===== config.mk =====
export PLATFORM = sky130hd
export DESIGN_NAME = rsbm_map_arith
export DESIGN_NICKNAME = d
export VERILOG_FILES = /design/src/rtl/rsbm_pkg.sv /design/src/rtl/rsbm_map_arith.sv
export SDC_FILE = /design/constraint.sdc
export NUM_CORES = 2
export LEC_CHECK = 0
export BUFFER_PORTS_ARGS = -buffer_cell sky130_fd_sc_hd__buf_2
export CAP_MARGIN = 30
export CORE_AREA = 2 2 344 346
export CTS_BUF_LIST = sky130_fd_sc_hd__clkbuf_4
export DETAILED_ROUTE_END_ITERATION = 7
export DIE_AREA = 0 0 346 348
export GPL_ROUTABILITY_DRIVEN = 1
export PLACE_DENSITY = 0.71
export REMOVE_ABC_BUFFERS = 1
export SYNTH_ARGS = -nofsm -noshare
export SYNTH_HDL_FRONTEND = slang
export SYNTH_SLANG_ARGS = --single-unit

===== constraint.sdc =====
create_clock -name clk_i -period 9.6 [get_ports clk_i]
set_input_delay 0.96 -clock clk_i [delete_from_list [all_inputs] [get_ports clk_i]]
set_output_delay 0.96 -clock clk_i [all_outputs]
set_load 0.02 [all_outputs]

===== src/rtl/rsbm_pkg.sv =====
// ----------------------------------------------------------------------------
// rsbm_pkg
// Shared types and constants for the rotated sprite blit mapper.
// ----------------------------------------------------------------------------
package rsbm_pkg;

  // Default side of the square texel store
  localparam int unsigned STORE_DIM_DEF = 256;
  // Box coordinates wrap at this size; must stay a power of two
  localparam int unsigned BOX_DIM       = 2048;

  localparam logic [31:0] ROUND_BIAS = 32'h0000_8000;

  localparam int unsigned CFG_DATA_W = 18;
  localparam int unsigned CFG_IDX_W  = 3;

  localparam logic REQ_LOAD = 1'b0;
  localparam logic REQ_MAP  = 1'b1;

  typedef enum logic [CFG_IDX_W-1:0] {
    CFG_SIN_Q16     = 3'd0,
    CFG_COS_Q16     = 3'd1,
    CFG_HALF_BOX_W  = 3'd2,
    CFG_HALF_BOX_H  = 3'd3,
    CFG_RECT_LEFT   = 3'd4,
    CFG_RECT_TOP    = 3'd5,
    CFG_RECT_WIDTH  = 3'd6,
    CFG_RECT_HEIGHT = 3'd7
  } cfg_idx_e;

  typedef struct packed {
    logic        req_type;
    logic [7:0]  load_col;
    logic [7:0]  load_row;
    logic [7:0]  load_value;
    logic [10:0] box_x;
    logic [10:0] box_y;
  } in_word_t;

  typedef struct packed {
    logic       write_dest;
    logic [7:0] texel_out;
    logic       inside_source;
  } out_word_t;

  typedef struct packed {
    logic signed [17:0] sin_q16;
    logic signed [17:0] cos_q16;
    logic [9:0]         half_box_width;
    logic [9:0]         half_box_height;
    logic [7:0]         rect_left;
    logic [7:0]         rect_top;
    logic [8:0]         rect_width;
    logic [8:0]         rect_height;
  } cfg_t;

  // Load enables of the pipeline registers past the input stage
  typedef struct packed {
    logic b;
    logic c;
    logic d;
    logic e;
  } stage_en_t;

  // Fields that ride along with an item untouched by the arithmetic
  typedef struct packed {
    logic       is_map;
    logic [7:0] load_col;
    logic [7:0] load_row;
    logic [7:0] load_value;
  } meta_t;

  // Hand-over from the mapping arithmetic to the texel store
  typedef struct packed {
    meta_t      meta;
    logic       rect_in;
    logic [9:0] src_col;
    logic [9:0] src_row;
  } lookup_t;

endpackage


===== src/rtl/rsbm_map_arith.sv =====
// ----------------------------------------------------------------------------
// rsbm_map_arith
// Three register stages: affine products, partial sums, final sums and
// source rectangle test.
// ----------------------------------------------------------------------------
module rsbm_map_arith (
  input  logic                clk_i,
  input  rsbm_pkg::stage_en_t en_i,
  input  rsbm_pkg::cfg_t      cfg_i,
  input  rsbm_pkg::in_word_t  word_i,
  output rsbm_pkg::lookup_t   lkp_o
);

  // Stage B inputs
  logic [10:0]        x_w;
  logic [10:0]        y_w;
  logic signed [11:0] dy;
  logic signed [11:0] xs;
  logic signed [10:0] cxs;
  logic signed [17:0] sin_s;
  logic signed [17:0] cos_s;
  rsbm_pkg::meta_t    meta_in;

  // Stage B registers
  logic signed [28:0] p_cc_q, p_sc_q;
  logic signed [29:0] p_sd_q, p_cd_q, p_xc_q, p_xs_q;
  logic signed [28:0] p_cc_d, p_sc_d;
  logic signed [29:0] p_sd_d, p_cd_d, p_xc_d, p_xs_d;
  rsbm_pkg::meta_t    meta_b_q;

  // Stage C registers
  logic [31:0]     ux_d, vx_d, uy_d, vy_d;
  logic [31:0]     ux_q, vx_q, uy_q, vy_q;
  logic [31:0]     xd, yd;
  rsbm_pkg::meta_t meta_c_q;

  // Stage D
  logic [31:0]       sx, sy;
  rsbm_pkg::lookup_t lkp_d, lkp_q;

  // --- products ---
  always_comb begin
    x_w     = 11'(32'(word_i.box_x) % rsbm_pkg::BOX_DIM);
    y_w     = 11'(32'(word_i.box_y) % rsbm_pkg::BOX_DIM);
    dy      = $signed({2'b00, cfg_i.half_box_height}) - $signed({1'b0, y_w});
    xs      = $signed({1'b0, x_w});
    cxs     = $signed({1'b0, cfg_i.half_box_width});
    sin_s   = $signed(cfg_i.sin_q16);
    cos_s   = $signed(cfg_i.cos_q16);
    p_cc_d  = cos_s * cxs;
    p_sc_d  = sin_s * cxs;
    p_sd_d  = sin_s * dy;
    p_cd_d  = cos_s * dy;
    p_xc_d  = xs * cos_s;
    p_xs_d  = xs * sin_s;
    meta_in = '{is_map:     (word_i.req_type == rsbm_pkg::REQ_MAP),
                load_col:   word_i.load_col,
                load_row:   word_i.load_row,
                load_value: word_i.load_value};
  end

  always_ff @(posedge clk_i) begin
    if (en_i.b) begin
      p_cc_q   <= p_cc_d;
      p_sc_q   <= p_sc_d;
      p_sd_q   <= p_sd_d;
      p_cd_q   <= p_cd_d;
      p_xc_q   <= p_xc_d;
      p_xs_q   <= p_xs_d;
      meta_b_q <= meta_in;
    end
  end

  // --- partial sums, all mod 2^32 ---
  always_comb begin
    xd   = ({23'd0, cfg_i.rect_width}  - {21'd0, cfg_i.half_box_width,  1'b0}) << 15;
    yd   = ({23'd0, cfg_i.rect_height} - {21'd0, cfg_i.half_box_height, 1'b0}) << 15;
    ux_d = {6'd0, cfg_i.half_box_width,  16'd0} - 32'(p_cc_q) + xd + rsbm_pkg::ROUND_BIAS;
    uy_d = {6'd0, cfg_i.half_box_height, 16'd0} - 32'(p_sc_q) + yd + rsbm_pkg::ROUND_BIAS;
    vx_d = 32'(p_sd_q) + 32'(p_xc_q);
    vy_d = 32'(p_xs_q) - 32'(p_cd_q);
  end

  always_ff @(posedge clk_i) begin
    if (en_i.c) begin
      ux_q     <= ux_d;
      vx_q     <= vx_d;
      uy_q     <= uy_d;
      vy_q     <= vy_d;
      meta_c_q <= meta_b_q;
    end
  end

  // --- final sums, floor and rectangle test ---
  // Upper halves of 0x8000 and above are negative and fail the compare.
  always_comb begin
    sx            = ux_q + vx_q;
    sy            = uy_q + vy_q;
    lkp_d.meta    = meta_c_q;
    lkp_d.rect_in = (sx[31:16] < {7'd0, cfg_i.rect_width}) &&
                    (sy[31:16] < {7'd0, cfg_i.rect_height});
    lkp_d.src_col = {1'b0, sx[24:16]} + {2'b00, cfg_i.rect_left};
    lkp_d.src_row = {1'b0, sy[24:16]} + {2'b00, cfg_i.rect_top};
  end

  always_ff @(posedge clk_i) begin
    if (en_i.d) begin
      lkp_q <= lkp_d;
    end
  end

  assign lkp_o = lkp_q;

endmodule


==> Yosys cells after proc, flatten, opt, wreduce, memory -nomap -nowiden <==
Cells that the tools add are included.
{ "classes": {"add_sub_neg": 15, "n_mul": 6, "order_cmp": 2, "n_reduce_logical": 1} }
{ "op_table": {"columns": ["op", "n"], "rows": [
  ["$add 31x17->32 const B", 2],
  ["$add 32x32->32", 2],
  ["$add 30x27->31", 2],
  ["$mul 12x18->30", 2],
  ["$mul 18x12->30", 2],
  ["$sub 27x29->30", 2],
  ["$mul 18x11->29", 2],
  ["$lt 16x9->1", 2],
  ["$add 30x30->31", 1],
  ["$sub 30x30->31", 1],
  ["$sub 9x11->12", 2],
  ["$add 9x8->10", 2],
  ["$sub 10x11->12", 1],
  ["$logic_and 1x1->1", 1]
]} }
{ "totals": {"register_bits": 402, "inputBits": 142, "out_inout_bits": 46, "elab_cells": 49} }

==> Longest topological paths before layout <==
{ "logic_depth": {"word_depth": 3, "mapped_depth": 38, "ltp_nobuf": 36} }

==> Worst setup path after synthesis <==
OpenSTA, ideal clock, no wires.
{ "synth_path": {"path_type": "input -> register", "startpoint": "in cfg_i[34] (netlist bit)", "endpoint": "reg p_sd_q[28] (data pin)", "setup_time_ns": 0.258, "t_arrival_ns": 8.152, "required_time_ns": 9.342, "setup_slack_ns": 1.190, "stages": 35, "path_buffers": 2, "cell_sequence": "inv_1 ha_1 inv_1 fa_1 a21o_1 a21oi_1 o21ai_0 a21oi_1 nand2b_1 a21boi_0 o21ai_0 nand2b_1 a21oi_1 xnor2_1 clkbuf_1 clkbuf_1 nor2b_1 fa_1 fa_1 fa_1 fa_1 inv_1 fa_1 inv_1 ha_1 a21o_1 a21oi_1 o31a_1 a211oi_1 o31ai_1 a21boi_1 or4_1 a31o_1 a21oi_1 xnor2_1"} }
{ "synth_between": {"elab_chain_len": 2} }
{ "synth_rtl": {"columns": ["element", "line_no", "rtl"], "rows": [
  ["start, declared", "rsbm_map_arith.sv:9", "input rsbm_pkg::cfg_t cfg_i,"],
  ["$sub 10x11->12", "rsbm_map_arith.sv:45", "dy = $signed({2'b00, cfg_i.half_box_height}) - $signed({1'b0, y_w});"],
  ["$mul 18x12->30", "rsbm_map_arith.sv:52", "p_sd_d = sin_s * dy;"],
  ["net p_sd_d[28]", "rsbm_map_arith.sv:28", "logic signed [29:0] p_sd_d, p_cd_d, p_xc_d, p_xs_d;"],
  ["end signal, assigned", "rsbm_map_arith.sv:66", "p_sd_q <= p_sd_d;"],
  ["end, declared", "rsbm_map_arith.sv:26", "logic signed [29:0] p_sd_q, p_cd_q, p_xc_q, p_xs_q;"]
]} }
The timed path passes the listed nets, and every way through them passes these cells.
A chain may end at the register's enable or synchronous reset.

==> Worst setup path after layout <==
Same ends and word-level chain as after synthesis.

==> implementation parameters <==
Parameter                              Value

STA
  Sum Neg Setup Slack    0 ns
  FMAX    121 MHz
  Final setup fails    0
  Worst hold margin    0.156 ns
  Total count of hold-check failures in the final report    0
  Number of max-slew violations in the final report    0
  Unrepaired setup endpoints after global routing    no
  Clock period minus worst slack    8.27 ns
  Share of the clock period used by the worst path    86.2%
  Clock Skews    0.0642 ns
  Tightest Pin Transition    1.07 ns
  Worst slew margin relative to its limit    28.8%

Synth
  Post-synthesis share of cell area spent on and, or, nand and nor gates    13.6%
  Primary flip-flop cell chosen by synthesis mapping    sky130_fd_sc_hd__edfxtp_1
  Xor/xnor share of the synthesized area    4.51%
  Cell area after technology mapping    63900 sq um
  Post-synth EDFFs    400
  Unique cell type count in the Yosys netlist    79
  Number of register bits inferred by synthesis    400
  Share of the yosys chip area belonging to registers    18.8%
  Mux cell area share after synthesis    0.143%
  Warning count from the yosys run    0
  Compound-cell area share of the yosys netlist    7.14%
  Main combinational cell family by area after synthesis    adder cells
  Syn Inst Count    6535
  Synth Area per Inst    9.77 sq um
  Post-synth ARST share    0%
  Adder-Cell Fraction of Synth Area    46.3%

Cells and area
  Leading cell types in the layout, fill and taps excluded    1395 x sky130_fd_sc_hd__inv_1, 1096 x sky130_fd_sc_hd__fa_1, 714 x sky130_fd_sc_hd__nand2_1, 606 x sky130_fd_sc_hd__ha_1, 497 x sky130_fd_sc_hd__and2_1
  Commonest non-fill, non-tap cell in the layout    sky130_fd_sc_hd__inv_1
  Proportion of layout cells with a drive suffix above 1    6.86%
  Count of placed standard cells in the final layout, fillers left out    8285
  Area overhead of the layout relative to synthesis    6.43%
  Number of nets in the layout    8507

Floorplanning
  Core Area    117000 sq um
  Die outline area    120000 sq um
  Initial Util    54.6%
  Num ports    188
  Width of the chip    346 um
  Row cnt    126
  Die Ht    348 um

Setup path
  Crit path largest cell delay    0.52 ns
  Critical path capture point type    register
  Crit path required time    10.28 ns
  Maximum fanout count along the critical path    16
  Startpoint of the worst-slack reg-to-reg timing path    vx_q[1]
  Signal arrival time at the worst endpoint    8.95 ns
  Library cell contributing the largest single delay on the critical path    sky130_fd_sc_hd__fa_1
  Setup CP Type    input pin to register
  CP startpoint kind    input pin
  Start point of the critical path    cfg_i[34]

CTS
  Clock slew at reported path FFs    0.06 ns
  Cts hold-fix bufs    0
  Post-cts sizing count    0
  H-tree Lvls    3
  Number of buffers inserted during clock tree synthesis    109
  Clock tree from TritonCTS    built
  Setup Buffers After CTS    0
  Sinks on Clock Net    400
  Clk_lat worst skew    1.00 ns
  CTS Root Buffer Type    sky130_fd_sc_hd__clkbuf_4
  Clock buffer depth    3

Min path
  Min-delay worst type    input pin to register
  Hold Path Origin    word_i[45]

Placed design
  Count of buffers inserted at the top-level ports    186
  HPWL Detailed    130000 um
  DP Cell Count    8086
  Placer's final routability congestion estimate    0.943

Route
  Number of vias per cell after detailed routing    5.50
  Number of routed nets with antenna violations    0
  DR iter-0 viols    2570
  Total iterations of the first detailed-routing run    6
  Routed WL    163000 um
  Number of remaining DRC errors    0
  Post-detailed-route wirelength per cell    19.6 um
  Overall via count from detail_route    45607

Global routing
  Remaining global-route overflow    0
  Via count of the first global-routing pass    48989
  Total global-route track usage    27.9%
  Largest net degree at the start of global routing    93
  Antenna violations before repair    11
  Global-route wire length before repair    261000 um

Run
  Maximum Capacitance Violations    0

Outcome
  Status    finished clean
-- registers in the layout, summed over array words and instances (netlist names), 29 cells and up --
name    flops
p_xc_q     30
ux_q       32
uy_q       32
p_sd_q     30
vy_q       31
lkp_o      46
p_cd_q     30
vx_q       31
p_sc_q     29
p_xs_q     30
p_cc_q     29
-- worst paths after layout --
| check | slack, ns | to | cells past startpoint |
|---|---|---|---|
| worst max-delay path | 1.33 | p_sd_q[28] | 35 |
| worst min-delay path | 0.16 | meta_b_q[23] | 1 |
| worst max register to register | 2.99 | lkp_o[20] | 20 |
| worst min register to register | 0.41 | lkp_d[26] | 0 |
-- layout make-up --
class / instances / area [sq um]
Fill cell: 10209 / 49000
Multi-Input combinational cell: 4506 / 45800
Sequential cell: 400 / 12000
Inverter: 1395 / 5240
Tap cell: 1536 / 1920
Timing Repair Buffer: 250 / 1580
Clock buffer: 150 / 1130
Clock inverter: 44 / 251
Antenna cell: 4 / 10.0
-- critical path, delay by kind of cell --
family | cells | cell delay (ns)
fa+ha+maj | 8 | 3.30
compound gates | 14 | 2.87
simple gates | 4 | 0.77
buf+inv | 7 | 0.78
xor+xnor | 2 | 0.24
-- cell usage after synthesis (95+ instances only) --
library cell               instances  area share, %
sky130_fd_sc_hd__nor2_1          207            1.2
sky130_fd_sc_hd__nand2_1         714            4.2
sky130_fd_sc_hd__edfxtp_1        400             19
sky130_fd_sc_hd__xnor2_1         257            3.5
sky130_fd_sc_hd__and2_1          497            4.9
sky130_fd_sc_hd__a21oi_1         231            1.8
sky130_fd_sc_hd__fa_1           1097             34
sky130_fd_sc_hd__a21o_1           95            1.1
sky130_fd_sc_hd__clkbuf_1        232            1.4
sky130_fd_sc_hd__o21ai_0          99           0.78
sky130_fd_sc_hd__inv_1          1395            8.2
sky130_fd_sc_hd__ha_1            606             12
-- metrics by stage --
step | util [%] | area (sq um) | worst slack (ns)
CTS | 58.1 | 67900 | 1.47
global route | 58.1 | 68000 | 0.969
global placement | 56.8 | 66400 | 0.400
finish | 58.1 | 68000 | 1.33
detailed placement | 56.9 | 66600 | 0.465
floorplan | - | 63000 | 0.762
-- metal layers --
layer / vias up / share of wire [%] / global-route usage [%]
met5: - / 0.048 / 0
li1: 20608 / - / -
met1: 23152 / 40 / 34.4
met4: 12 / 4.7 / 12.4
met2: 1425 / 49 / 48.1
met3: 410 / 6.6 / 5.19
-- kinds of logic (layout without fill, tap and decap cells) --
logic type | after synthesis | after routing
flip-flops | 400 | 400
other | 0 | 4
buffers and inverters | 1629 | 1839
AND/OR/NAND/NOR | 1763 | 1763
adder cells (fa/ha/maj) | 1703 | 1703
multiplexers | 9 | 9
AO/OA/AOI/OAI | 702 | 702
XOR/XNOR | 329 | 329
Power is not shown: default switching activity piles up to over one toggle a cycle in this logic, so the estimate is an artifact.
